File: src/design/scl_pkg.sv
`timescale 1ns / 1ps
// ---------------------------------------------------------------------------
// scl_pkg
// shared widths, codes, types and helper functions of the column line center
// ---------------------------------------------------------------------------
package scl_pkg;

	localparam int COORD_BITS = 12;
	localparam int FRAC_BITS  = 4;
	localparam int COLOR_W    = 8;
	localparam int DIST_W     = 10;
	localparam int POINT_W    = 16;
	localparam int MODE_W     = 2;
	localparam int CFG_IDX_W  = 3;
	localparam int CFG_DATA_W = 8;
	localparam int CNT_W      = COORD_BITS + 1;
	localparam int SUM_W      = 2 * COORD_BITS;
	localparam int QUOT_W     = COORD_BITS + FRAC_BITS;
	localparam int DVD_W      = 2 * COORD_BITS + FRAC_BITS;
	localparam int REM_W      = CNT_W;
	localparam int STEP_W     = $clog2(QUOT_W + 1);

	typedef logic [COLOR_W-1:0]    color_t;
	typedef logic [COORD_BITS-1:0] coord_t;
	typedef logic [DIST_W-1:0]     dist_t;
	typedef logic [CNT_W-1:0]      cnt_t;
	typedef logic [SUM_W-1:0]      sum_t;
	typedef logic [QUOT_W-1:0]     quot_t;
	typedef logic [DVD_W-1:0]      dvd_t;
	typedef logic [REM_W-1:0]      rem_t;
	typedef logic [STEP_W-1:0]     step_t;
	typedef logic [POINT_W-1:0]    point_t;
	typedef logic [MODE_W-1:0]     mode_t;
	typedef logic [CFG_IDX_W-1:0]  cfg_idx_t;
	typedef logic [CFG_DATA_W-1:0] cfg_data_t;

	localparam cnt_t  COUNT_CAP  = cnt_t'(1) << COORD_BITS;
	localparam dist_t DIST_RESET = '1;

	typedef enum logic [CFG_IDX_W-1:0] {
		REG_TRACE_RED   = 3'd0,
		REG_TRACE_GREEN = 3'd1,
		REG_TRACE_BLUE  = 3'd2,
		REG_LIMIT_RED   = 3'd3,
		REG_LIMIT_GREEN = 3'd4,
		REG_LIMIT_BLUE  = 3'd5,
		REG_CENTER_MODE = 3'd6
	} cfg_reg_e;

	typedef enum logic [MODE_W-1:0] {
		MODE_LAST     = 2'd0,
		MODE_CENTROID = 2'd1,
		MODE_FIRST    = 2'd2
	} center_mode_e;

	typedef struct packed {
		logic acc_en;
		logic clear_col;
		logic div_start;
		logic div_src_y;
		logic cap_x;
		logic cap_y;
		logic out_load;
	} ctrl_cmd_t;

	typedef struct packed {
		logic use_div;
		logic div_done;
	} dp_status_t;

	function automatic color_t abs_diff(color_t a, color_t b);
		return (a > b) ? color_t'(a - b) : color_t'(b - a);
	endfunction

	function automatic point_t to_point(quot_t v);
		logic [QUOT_W+POINT_W-1:0] w;
		w = {{POINT_W{1'b0}}, v};
		return w[POINT_W-1:0];
	endfunction

	function automatic point_t coord_fixed(coord_t c);
		quot_t q;
		q = quot_t'(c) << FRAC_BITS;
		return to_point(q);
	endfunction

endpackage

File: src/design/scl_pix_if.sv
`timescale 1ns / 1ps
// ---------------------------------------------------------------------------
// scl_pix_if
// pixel stream channel: color, coordinates and column end marker
// ---------------------------------------------------------------------------
interface scl_pix_if;
	logic            valid;
	logic            ready;
	scl_pkg::color_t pix_red;
	scl_pkg::color_t pix_green;
	scl_pkg::color_t pix_blue;
	scl_pkg::coord_t x_pos;
	scl_pkg::coord_t y_pos;
	logic            column_end;

	modport source (output valid, pix_red, pix_green, pix_blue, x_pos, y_pos, column_end,
		input ready);
	modport sink (input valid, pix_red, pix_green, pix_blue, x_pos, y_pos, column_end,
		output ready);
endinterface

File: src/design/scl_pt_if.sv
`timescale 1ns / 1ps
// ---------------------------------------------------------------------------
// scl_pt_if
// result channel: chosen point in fixed point and found flag
// ---------------------------------------------------------------------------
interface scl_pt_if;
	logic            valid;
	logic            ready;
	scl_pkg::point_t point_x;
	scl_pkg::point_t point_y;
	logic            found;

	modport source (output valid, point_x, point_y, found, input ready);
	modport sink (input valid, point_x, point_y, found, output ready);
endinterface

File: src/design/scl_cfg_if.sv
`timescale 1ns / 1ps
// ---------------------------------------------------------------------------
// scl_cfg_if
// register write channel: register index and write data
// ---------------------------------------------------------------------------
interface scl_cfg_if;
	logic               valid;
	logic               ready;
	scl_pkg::cfg_idx_t  index;
	scl_pkg::cfg_data_t data;

	modport source (output valid, index, data, input ready);
	modport sink (input valid, index, data, output ready);
endinterface

File: src/design/scl_div.sv
`timescale 1ns / 1ps
// ---------------------------------------------------------------------------
// scl_div
// restoring divider, one quotient bit per cycle, quotient known to fit
// ---------------------------------------------------------------------------
module scl_div (
	input  logic            clk,
	input  logic            arst_n,
	input  logic            start,
	input  scl_pkg::dvd_t   dividend,
	input  scl_pkg::cnt_t   divisor,
	output logic            done,
	output scl_pkg::quot_t  quotient
);

	logic                  busy_q;
	logic                  done_q;
	scl_pkg::step_t        step_q;
	scl_pkg::rem_t         rem_q;
	scl_pkg::quot_t        quo_q;
	scl_pkg::cnt_t         dsr_q;
	logic [scl_pkg::REM_W:0] trial;
	logic                  ge;

	always_comb begin
		trial = {rem_q, quo_q[scl_pkg::QUOT_W-1]};
		ge    = trial >= {1'b0, dsr_q};
	end

	always_ff @(posedge clk or negedge arst_n) begin
		if (!arst_n) begin
			busy_q <= 1'b0;
			done_q <= 1'b0;
			step_q <= '0;
		end else if (start) begin
			busy_q <= 1'b1;
			done_q <= 1'b0;
			step_q <= '0;
		end else if (busy_q) begin
			step_q <= scl_pkg::step_t'(step_q + 1'b1);
			if (step_q == scl_pkg::step_t'(scl_pkg::QUOT_W - 1)) begin
				busy_q <= 1'b0;
				done_q <= 1'b1;
			end
		end else begin
			done_q <= 1'b0;
		end
	end

	always_ff @(posedge clk) begin
		if (start) begin
			rem_q <= scl_pkg::rem_t'(dividend >> scl_pkg::QUOT_W);
			quo_q <= dividend[scl_pkg::QUOT_W-1:0];
			dsr_q <= divisor;
		end else if (busy_q) begin
			rem_q <= ge ? scl_pkg::rem_t'(trial - {1'b0, dsr_q}) : scl_pkg::rem_t'(trial);
			quo_q <= {quo_q[scl_pkg::QUOT_W-2:0], ge};
		end
	end

	assign done     = done_q;
	assign quotient = quo_q;

endmodule

File: src/design/scl_dp.sv
`timescale 1ns / 1ps
// ---------------------------------------------------------------------------
// scl_dp
// datapath: registers, color match, best distance tracking, centroid, result
// ---------------------------------------------------------------------------
module scl_dp (
	input  logic                clk,
	input  logic                arst_n,
	input  scl_pkg::ctrl_cmd_t  cmd,
	output scl_pkg::dp_status_t status,
	input  logic                cfg_we,
	input  scl_pkg::cfg_idx_t   cfg_index,
	input  scl_pkg::cfg_data_t  cfg_data,
	input  scl_pkg::color_t     pix_red,
	input  scl_pkg::color_t     pix_green,
	input  scl_pkg::color_t     pix_blue,
	input  scl_pkg::coord_t     x_pos,
	input  scl_pkg::coord_t     y_pos,
	output scl_pkg::point_t     point_x,
	output scl_pkg::point_t     point_y,
	output logic                found
);

	scl_pkg::color_t trace_red_q, trace_green_q, trace_blue_q;
	scl_pkg::color_t limit_red_q, limit_green_q, limit_blue_q;
	scl_pkg::mode_t  center_mode_q;

	logic            seen_q, stopped_q, started_q;
	scl_pkg::dist_t  best_dist_q;
	scl_pkg::cnt_t   best_cnt_q;
	scl_pkg::sum_t   sum_x_q, sum_y_q;
	scl_pkg::coord_t first_x_q, first_y_q, last_x_q, last_y_q;
	scl_pkg::coord_t start_x_q, start_y_q;
	scl_pkg::quot_t  cent_x_q, cent_y_q;
	scl_pkg::point_t point_x_q, point_y_q;
	logic            found_q;

	scl_pkg::color_t dr, dg, db;
	scl_pkg::dist_t  dist_sum;
	logic            match;
	logic            is_lt;
	logic            is_eq;
	logic            cnt_full;
	logic            centroid_mode;
	scl_pkg::dvd_t   dvd_x, dvd_y, dvd;
	logic            div_done;
	scl_pkg::quot_t  quotient;

	always_comb begin
		dr       = scl_pkg::abs_diff(pix_red, trace_red_q);
		dg       = scl_pkg::abs_diff(pix_green, trace_green_q);
		db       = scl_pkg::abs_diff(pix_blue, trace_blue_q);
		match    = (dr <= limit_red_q) && (dg <= limit_green_q) && (db <= limit_blue_q);
		dist_sum = scl_pkg::dist_t'(dr) + scl_pkg::dist_t'(dg) + scl_pkg::dist_t'(db);
		is_lt    = dist_sum < best_dist_q;
		is_eq    = dist_sum == best_dist_q;
		cnt_full = best_cnt_q == scl_pkg::COUNT_CAP;
		centroid_mode = (center_mode_q != scl_pkg::MODE_LAST) &&
			(center_mode_q != scl_pkg::MODE_FIRST);
		dvd_x    = (scl_pkg::dvd_t'(sum_x_q) << scl_pkg::FRAC_BITS) +
			scl_pkg::dvd_t'(best_cnt_q >> 1);
		dvd_y    = (scl_pkg::dvd_t'(sum_y_q) << scl_pkg::FRAC_BITS) +
			scl_pkg::dvd_t'(best_cnt_q >> 1);
		dvd      = cmd.div_src_y ? dvd_y : dvd_x;
	end

	scl_div u_div (
		.clk      (clk),
		.arst_n   (arst_n),
		.start    (cmd.div_start),
		.dividend (dvd),
		.divisor  (best_cnt_q),
		.done     (div_done),
		.quotient (quotient)
	);

	assign status.use_div  = (best_cnt_q != '0) && centroid_mode;
	assign status.div_done = div_done;

	// register file
	always_ff @(posedge clk or negedge arst_n) begin
		if (!arst_n) begin
			trace_red_q   <= '0;
			trace_green_q <= '0;
			trace_blue_q  <= '0;
			limit_red_q   <= 8'd128;
			limit_green_q <= 8'd128;
			limit_blue_q  <= 8'd128;
			center_mode_q <= scl_pkg::MODE_CENTROID;
		end else if (cfg_we) begin
			case (cfg_index)
				scl_pkg::REG_TRACE_RED:   trace_red_q   <= cfg_data;
				scl_pkg::REG_TRACE_GREEN: trace_green_q <= cfg_data;
				scl_pkg::REG_TRACE_BLUE:  trace_blue_q  <= cfg_data;
				scl_pkg::REG_LIMIT_RED:   limit_red_q   <= cfg_data;
				scl_pkg::REG_LIMIT_GREEN: limit_green_q <= cfg_data;
				scl_pkg::REG_LIMIT_BLUE:  limit_blue_q  <= cfg_data;
				scl_pkg::REG_CENTER_MODE: center_mode_q <= cfg_data[scl_pkg::MODE_W-1:0];
				default: ;
			endcase
		end
	end

	// column control state
	always_ff @(posedge clk or negedge arst_n) begin
		if (!arst_n) begin
			seen_q      <= 1'b0;
			stopped_q   <= 1'b0;
			started_q   <= 1'b0;
			best_dist_q <= scl_pkg::DIST_RESET;
			best_cnt_q  <= '0;
		end else if (cmd.clear_col) begin
			seen_q      <= 1'b0;
			stopped_q   <= 1'b0;
			started_q   <= 1'b0;
			best_dist_q <= scl_pkg::DIST_RESET;
			best_cnt_q  <= '0;
		end else if (cmd.acc_en) begin
			started_q <= 1'b1;
			if (!stopped_q) begin
				if (!match) begin
					if (seen_q) begin
						stopped_q <= 1'b1;
					end
				end else begin
					seen_q <= 1'b1;
					if (is_lt) begin
						best_dist_q <= dist_sum;
						best_cnt_q  <= scl_pkg::cnt_t'(1);
					end else if (is_eq && !cnt_full) begin
						best_cnt_q <= scl_pkg::cnt_t'(best_cnt_q + 1'b1);
					end
				end
			end
		end
	end

	// column payload
	always_ff @(posedge clk) begin
		if (cmd.acc_en) begin
			if (!started_q) begin
				start_x_q <= x_pos;
				start_y_q <= y_pos;
			end
			if (!stopped_q && match) begin
				if (is_lt) begin
					sum_x_q   <= scl_pkg::sum_t'(x_pos);
					sum_y_q   <= scl_pkg::sum_t'(y_pos);
					first_x_q <= x_pos;
					first_y_q <= y_pos;
					last_x_q  <= x_pos;
					last_y_q  <= y_pos;
				end else if (is_eq) begin
					last_x_q <= x_pos;
					last_y_q <= y_pos;
					if (!cnt_full) begin
						sum_x_q <= sum_x_q + scl_pkg::sum_t'(x_pos);
						sum_y_q <= sum_y_q + scl_pkg::sum_t'(y_pos);
					end
				end
			end
		end
		if (cmd.cap_x) begin
			cent_x_q <= quotient;
		end
		if (cmd.cap_y) begin
			cent_y_q <= quotient;
		end
	end

	// result register
	always_ff @(posedge clk) begin
		if (cmd.out_load) begin
			if (best_cnt_q == '0) begin
				point_x_q <= scl_pkg::coord_fixed(start_x_q);
				point_y_q <= scl_pkg::coord_fixed(start_y_q);
				found_q   <= 1'b0;
			end else if (center_mode_q == scl_pkg::MODE_LAST) begin
				point_x_q <= scl_pkg::coord_fixed(last_x_q);
				point_y_q <= scl_pkg::coord_fixed(last_y_q);
				found_q   <= 1'b1;
			end else if (center_mode_q == scl_pkg::MODE_FIRST) begin
				point_x_q <= scl_pkg::coord_fixed(first_x_q);
				point_y_q <= scl_pkg::coord_fixed(first_y_q);
				found_q   <= 1'b1;
			end else begin
				point_x_q <= scl_pkg::to_point(cent_x_q);
				point_y_q <= scl_pkg::to_point(cent_y_q);
				found_q   <= 1'b1;
			end
		end
	end

	assign point_x = point_x_q;
	assign point_y = point_y_q;
	assign found   = found_q;

endmodule

File: src/design/scl_ctrl.sv
`timescale 1ns / 1ps
// ---------------------------------------------------------------------------
// scl_ctrl
// controller: pixel intake, column finish, centroid sequencing, result slot
// ---------------------------------------------------------------------------
module scl_ctrl (
	input  logic                clk,
	input  logic                arst_n,
	input  logic                in_valid,
	input  logic                in_end,
	output logic                in_ready,
	output logic                out_valid,
	input  logic                out_ready,
	output scl_pkg::ctrl_cmd_t  cmd,
	input  scl_pkg::dp_status_t status
);

	typedef enum logic [4:0] {
		S_SCAN = 5'b00001,
		S_FIN  = 5'b00010,
		S_DIVX = 5'b00100,
		S_DIVY = 5'b01000,
		S_LOAD = 5'b10000
	} state_t;

	state_t state_q, state_d;
	logic   out_valid_q;
	logic   in_acc;
	logic   slot_free;

	always_comb begin
		in_ready  = state_q == S_SCAN;
		in_acc    = in_valid && in_ready;
		slot_free = !out_valid_q || out_ready;
		state_d   = state_q;
		cmd       = '0;
		case (state_q)
			S_SCAN: begin
				cmd.acc_en = in_acc;
				if (in_acc && in_end) begin
					state_d = S_FIN;
				end
			end
			S_FIN: begin
				if (status.use_div) begin
					cmd.div_start = 1'b1;
					state_d       = S_DIVX;
				end else begin
					state_d = S_LOAD;
				end
			end
			S_DIVX: begin
				if (status.div_done) begin
					cmd.cap_x     = 1'b1;
					cmd.div_start = 1'b1;
					cmd.div_src_y = 1'b1;
					state_d       = S_DIVY;
				end
			end
			S_DIVY: begin
				if (status.div_done) begin
					cmd.cap_y = 1'b1;
					state_d   = S_LOAD;
				end
			end
			S_LOAD: begin
				if (slot_free) begin
					cmd.out_load  = 1'b1;
					cmd.clear_col = 1'b1;
					state_d       = S_SCAN;
				end
			end
			default: begin
				state_d = S_SCAN;
			end
		endcase
	end

	always_ff @(posedge clk or negedge arst_n) begin
		if (!arst_n) begin
			state_q     <= S_SCAN;
			out_valid_q <= 1'b0;
		end else begin
			state_q <= state_d;
			if (cmd.out_load) begin
				out_valid_q <= 1'b1;
			end else if (out_ready) begin
				out_valid_q <= 1'b0;
			end
		end
	end

	assign out_valid = out_valid_q;

`ifndef SYNTH
	a_load_into_free_slot: assert property (@(posedge clk) disable iff (!arst_n)
		cmd.out_load |-> (!out_valid_q || out_ready))
		else $error("result loaded over an untaken result");

	a_load_shows_valid: assert property (@(posedge clk) disable iff (!arst_n)
		cmd.out_load |=> out_valid_q)
		else $error("loaded result not presented");

	a_no_accum_while_clear: assert property (@(posedge clk) disable iff (!arst_n)
		!(cmd.acc_en && cmd.clear_col))
		else $error("pixel accumulated during column clear");

	a_end_goes_finish: assert property (@(posedge clk) disable iff (!arst_n)
		(in_acc && in_end) |=> (state_q == S_FIN && !in_ready))
		else $error("column end not followed by finish");

	a_div_not_instant: assert property (@(posedge clk) disable iff (!arst_n)
		cmd.div_start |=> !status.div_done)
		else $error("divider done right after start");
`endif

endmodule

File: src/design/scan_column_line_center_core.sv
`timescale 1ns / 1ps
// ---------------------------------------------------------------------------
// scan_column_line_center_core
// finds the center of a colored trace line along one scan column of pixels
// ---------------------------------------------------------------------------
// channel  direction  transaction carries
// pix      in         pix_red, pix_green, pix_blue, x_pos, y_pos, column_end
// pt       out        point_x, point_y, found (one per column)
// cfg      in         index, data (register write, always ready)
//
// one pixel per cycle while a column is scanned
// after column_end the result passes S_FIN and S_LOAD for last, first or
// no match; for the centroid S_DIVX and S_DIVY lie between, run by the
// shared one-bit-per-cycle divider for x then y
// pixels are held off from column_end until the result enters the output
// register; a stalled result holds only the next column's finish
// arst_n clears control state and loads register defaults
// ---------------------------------------------------------------------------
module scan_column_line_center_core (
	input  logic      clk,
	input  logic      arst_n,
	scl_pix_if.sink   pix,
	scl_pt_if.source  pt,
	scl_cfg_if.sink   cfg
);

	scl_pkg::ctrl_cmd_t  cmd;
	scl_pkg::dp_status_t status;

	assign cfg.ready = 1'b1;

	scl_ctrl u_ctrl (
		.clk       (clk),
		.arst_n    (arst_n),
		.in_valid  (pix.valid),
		.in_end    (pix.column_end),
		.in_ready  (pix.ready),
		.out_valid (pt.valid),
		.out_ready (pt.ready),
		.cmd       (cmd),
		.status    (status)
	);

	scl_dp u_dp (
		.clk       (clk),
		.arst_n    (arst_n),
		.cmd       (cmd),
		.status    (status),
		.cfg_we    (cfg.valid),
		.cfg_index (cfg.index),
		.cfg_data  (cfg.data),
		.pix_red   (pix.pix_red),
		.pix_green (pix.pix_green),
		.pix_blue  (pix.pix_blue),
		.x_pos     (pix.x_pos),
		.y_pos     (pix.y_pos),
		.point_x   (pt.point_x),
		.point_y   (pt.point_y),
		.found     (pt.found)
	);

endmodule

File: src/flat_wrapper.sv
// flat-port wrapper written by rule: the top's interface ports become plain ports
module scan_column_line_center_core_flat 
  (clk, arst_n, pix_valid, pix_pix_red, pix_pix_green, pix_pix_blue, pix_x_pos, pix_y_pos, pix_column_end, pix_ready, pt_valid, pt_point_x, pt_point_y, pt_found, pt_ready, cfg_valid, cfg_index, cfg_data, cfg_ready);
  scl_pix_if pix_i ();
  scl_pt_if pt_i ();
  scl_cfg_if cfg_i ();
  input  logic clk;
  input  logic arst_n;
  input wire logic [$bits(pix_i.valid)-1:0] pix_valid;
  input wire logic [$bits(pix_i.pix_red)-1:0] pix_pix_red;
  input wire logic [$bits(pix_i.pix_green)-1:0] pix_pix_green;
  input wire logic [$bits(pix_i.pix_blue)-1:0] pix_pix_blue;
  input wire logic [$bits(pix_i.x_pos)-1:0] pix_x_pos;
  input wire logic [$bits(pix_i.y_pos)-1:0] pix_y_pos;
  input wire logic [$bits(pix_i.column_end)-1:0] pix_column_end;
  output wire logic [$bits(pix_i.ready)-1:0] pix_ready;
  output wire logic [$bits(pt_i.valid)-1:0] pt_valid;
  output wire logic [$bits(pt_i.point_x)-1:0] pt_point_x;
  output wire logic [$bits(pt_i.point_y)-1:0] pt_point_y;
  output wire logic [$bits(pt_i.found)-1:0] pt_found;
  input wire logic [$bits(pt_i.ready)-1:0] pt_ready;
  input wire logic [$bits(cfg_i.valid)-1:0] cfg_valid;
  input wire logic [$bits(cfg_i.index)-1:0] cfg_index;
  input wire logic [$bits(cfg_i.data)-1:0] cfg_data;
  output wire logic [$bits(cfg_i.ready)-1:0] cfg_ready;
  assign pix_i.valid = pix_valid;
  assign pix_i.pix_red = pix_pix_red;
  assign pix_i.pix_green = pix_pix_green;
  assign pix_i.pix_blue = pix_pix_blue;
  assign pix_i.x_pos = pix_x_pos;
  assign pix_i.y_pos = pix_y_pos;
  assign pix_i.column_end = pix_column_end;
  assign pix_ready = pix_i.ready;
  assign pt_valid = pt_i.valid;
  assign pt_point_x = pt_i.point_x;
  assign pt_point_y = pt_i.point_y;
  assign pt_found = pt_i.found;
  assign pt_i.ready = pt_ready;
  assign cfg_i.valid = cfg_valid;
  assign cfg_i.index = cfg_index;
  assign cfg_i.data = cfg_data;
  assign cfg_ready = cfg_i.ready;
  scan_column_line_center_core u_core (.clk(clk), .arst_n(arst_n), .pix(pix_i), .pt(pt_i), .cfg(cfg_i));
endmodule
File: config.mk
export PLATFORM = sky130hd
export DESIGN_NAME = scan_column_line_center_core_flat
export DESIGN_NICKNAME = d
export VERILOG_FILES = /design/src/design/scl_pkg.sv /design/src/design/scl_pix_if.sv /design/src/design/scl_pt_if.sv /design/src/design/scl_cfg_if.sv /design/src/design/scl_div.sv /design/src/design/scl_dp.sv /design/src/design/scl_ctrl.sv /design/src/design/scan_column_line_center_core.sv /design/src/flat_wrapper.sv
export SDC_FILE = /design/constraint.sdc
export NUM_CORES = 1
export LEC_CHECK = 0
export BUFFER_PORTS_ARGS = -buffer_cell sky130_fd_sc_hd__buf_2
export CAP_MARGIN = 25
export CELL_PAD_IN_SITES_DETAIL_PLACEMENT = 0
export CELL_PAD_IN_SITES_GLOBAL_PLACEMENT = 2
export CORE_MARGIN = 3
export CORE_UTILIZATION = 37
export DETAILED_ROUTE_END_ITERATION = 6
export MAX_ROUTING_LAYER = met4
export PLACE_DENSITY_LB_ADDON = 0.1
export SKIP_CTS_REPAIR_TIMING = 1
export SYNTH_ARGS = -nofsm -noshare
export SYNTH_HDL_FRONTEND = slang
export SYNTH_SLANG_ARGS = --single-unit
File: constraint.sdc
create_clock -name clk -period 7.7 [get_ports clk]
set_input_delay 1.54 -clock clk [delete_from_list [all_inputs] [get_ports clk]]
set_output_delay 1.54 -clock clk [all_outputs]
set_load 0.01 [all_outputs]
==> reports/metrics.csv <==
metric;value;unit
slowest stage delay, CP;0.51;ns
Layout Cells excl Fill;2584;
1st-pass router iterations;5;
Comb pwr share;46.9;%
first-pass GRT wire length;78.5;mm
LEAKAGE;0.00890;uW
Cell Area, Placed;20000;um2
data required time at the worst endpoint;8.18;ns
Setup WS pre-CTS;-0.0599;ns
CP Capture Type;flop;
core region area;49100;um2
final net count;2107;
Layout area overhead;16.0;%
final worst-path cycle share;93.7;%
Fill cells;4798;
slack of the critical path;0.489;ns
vias per inst;5.18;
Psw;3290;uW
initial core utilization;37.5;%
register clock-pin slew on the reported worst setup and hold paths;0.06;ns
maximum VDD drop;0.000360;V
Worst EP arrival;7.69;ns
final core occ;43.5;%
WL final;50.5;mm
Non-Filler Cell Area, Final;21300;um2
Netlist Area Pre-Place;18400;um2
port bufs;99;
EDFF count, synth;226;
via count of the first global-routing pass;13300;
vias after detailed routing;13400;
Die W;229;um
Final GP Congestion;0.806;
top post-synthesis cells by count;edfxtp_1 (226), nand2_1 (165), inv_1 (156);
Cell Pwr Density;393;nW/um2
# DRC;0;
post-DP HPWL;36.6;mm
initial antenna violation count;4;
Least-Margin Pin Slew;0.970;ns
crit-path max FO;14;
Setup Crit Path Kind;in2reg;
worst relative slew slack;35.0;%
Sw Share;39.2;%
Ys Warns;0;
area leader, netlist;edfxtp_1;
WL per Instance;19.5;um
Synth cell types;73;
Clk Tree Root Cell;clkbuf_16;
clk_skew;0.0241;ns
Max Fclk;139;MHz
status;complete, no violations;
DP Cell Count;2509;
gr ovfl total;0;
flop2flop setup slack;1.26;ns
Clock Path Buffers;3;
DIE AREA;52400;um2
Final Hold Fails;0;
worst hold-check path type;reg2reg;
Skew-Pair Late Insertion Delay;0.57;ns
Yosys reg bits;316;
most frequent cell after synthesis;edfxtp_1;
startpoint types;input port;
CP max stage cell;or4_1;
share of layout cells above drive strength 1;14.3;%
# IOs;101;
ANT nets after route;0;
RSZ-0062 raised after global routing;no;
top cells by area, synth;edfxtp_1 (37%), dfrtp_1 (10%), ha_1 (9.2%);
gr usage total;19.8;%
setup violators final;0;
Avg Cell Area, Syn;10.4;um2
CTS tree;built;
Final Critical Period;7.21;ns
register area share after synthesis;49.2;%
Setup TNS;0;ns
row cnt;81;
DRT iter0 DRCs;840;
Die Ht;229;um
Syn Nets;1980;
largest net degree at the start of global routing;60;
Slew Limit Fails;0;
Sink Count;316;
Clock power frac;23.3;%
CTS Buf Count;39;
H-Tree Depth;2;
internal power;5100;uW
Synth Flop Type;edfxtp_1;
ys async rst share;28.2;%
Mapped Cells;1761;
reported max-cap violation count;0;
Seq pwr share;29.7;%
post-synth top area share;36.9;%
==> worst max-delay path: cells and delay by family <==
kind                       cells  cell delay (ns)
AOI/OAI and AO/OA             12             2.51
adders and majority gates      5             1.65
buffers and inverters          6             0.76
muxes                          1             0.11
xor gates and xnor gates       2             0.28
and+or+nand+nor                4             0.84
==> layer usage <==
metal	vias up	track usage (%)	part of all wire, %
li1	6548	-	-
met1	6544	28.8	51
met2	218	29.5	43
met3	66	2.19	3.4
met4	0	5.37	2.3
met5	-	-	0
==> power by group through the flow <==
stage / sequential (uW) / clock (uW) / combinational [uW]
6_report: 2490 / 1960 / 3930
5_1_grt: 2520 / 2060 / 4460
4_1_cts: 2490 / 2010 / 3970
3_5_place_dp: 2520 / 0 / 3940
3_3_place_gp: 2520 / 0 / 3900
2_1_floorplan: 2440 / 0 / 2780
==> layout by cell type, fill, tap and decap left out, types with 8 or more instances in the layout <==
master and instances:
a211oi_1 16, a21o_1 30, a21oi_1 133, a31oi_1 16, and3_1 23, buf_2 98, buf_4 38, clkbuf_16 39
dfrtp_1 74, dfstp_2 15, edfxtp_1 226, fa_1 19, ha_1 134, inv_1 154, mux2_2 28, mux2i_1 49
nand2_1 165, nand2b_1 11, nand3_1 29, nand4_1 25, nor2_1 146, nor2b_1 14, nor3_1 20, o211ai_1 9
o21a_1 11, o21ai_0 113, o21bai_1 10, o22ai_1 10, o31ai_1 15, or2_2 8, or3_1 10, xnor2_1 42
xor2_1 61
==> path summary, 6_finish.rpt <==
path | startpoint | endpoint | cells past startpoint
max | pix_pix_red[0] | u_core.u_dp.best_cnt_q[8] | 30
min | u_core.u_dp.u_div.quotient[1] | u_core.u_dp.cent_y_q[1] | 0
max reg2reg | u_core.u_dp.trace_red_q[0] | u_core.u_dp.best_cnt_q[8] | 28
min reg2reg | u_core.u_dp.u_div.quotient[1] | u_core.u_dp.cent_y_q[1] | 0
max in group asynchronous | arst_n | u_core.u_dp.limit_green_q[0] | 2
min in group asynchronous | arst_n | u_core.u_dp.trace_green_q[4] | 1
==> final cells by class <==
class | count | area, um2 | area share, %
diodes | 1 | 2.50 | 0.0117
repair buffers | 144 | 927 | 4.35
flip-flops and latches | 316 | 9050 | 42.4
inverters | 157 | 593 | 2.78
well taps | 664 | 831 | 3.89
clock inverters | 27 | 347 | 1.62
clock buffers | 45 | 998 | 4.68
multi-input cells | 1230 | 8580 | 40.2
==> per-stage QoR <==
stage	total power [uW]	hold slack, ns
3_5_place_dp	6460	0.477
6_report	8380	0.485
3_3_place_gp	6420	0.470
4_1_cts	8470	0.484
2_1_floorplan	5220	0.445
5_1_grt	9040	0.515
==> logic make-up after synthesis <==
logic type                 count (synthesis)  share of synthesized area, %
other                                      1                        0.0204
muxes                                     78                          4.44
xor gates and xnor gates                 104                          4.95
DFF                                      316                          49.2
and+or+nand+nor                          487                          12.2
buffers and inverters                    215                          4.47
adders and majority gates                154                          11.3
AOI/OAI and AO/OA                        406                          13.4
==> sequential cells by signal, summed over array words and instances, names as in the netlist, 13 cells and up <==
register	cells
u_core.u_dp.best_cnt_q	13
u_core.u_dp.cent_x_q	16
u_core.u_dp.cent_y_q	16
u_core.u_dp.point_x	16
u_core.u_dp.point_y	16
u_core.u_dp.sum_x_q	24
u_core.u_dp.sum_y_q	24
u_core.u_dp.u_div.dsr_q	13
u_core.u_dp.u_div.quotient	16
u_core.u_dp.u_div.rem_q	13
Note: power is estimated with default switching activity, not from simulation.
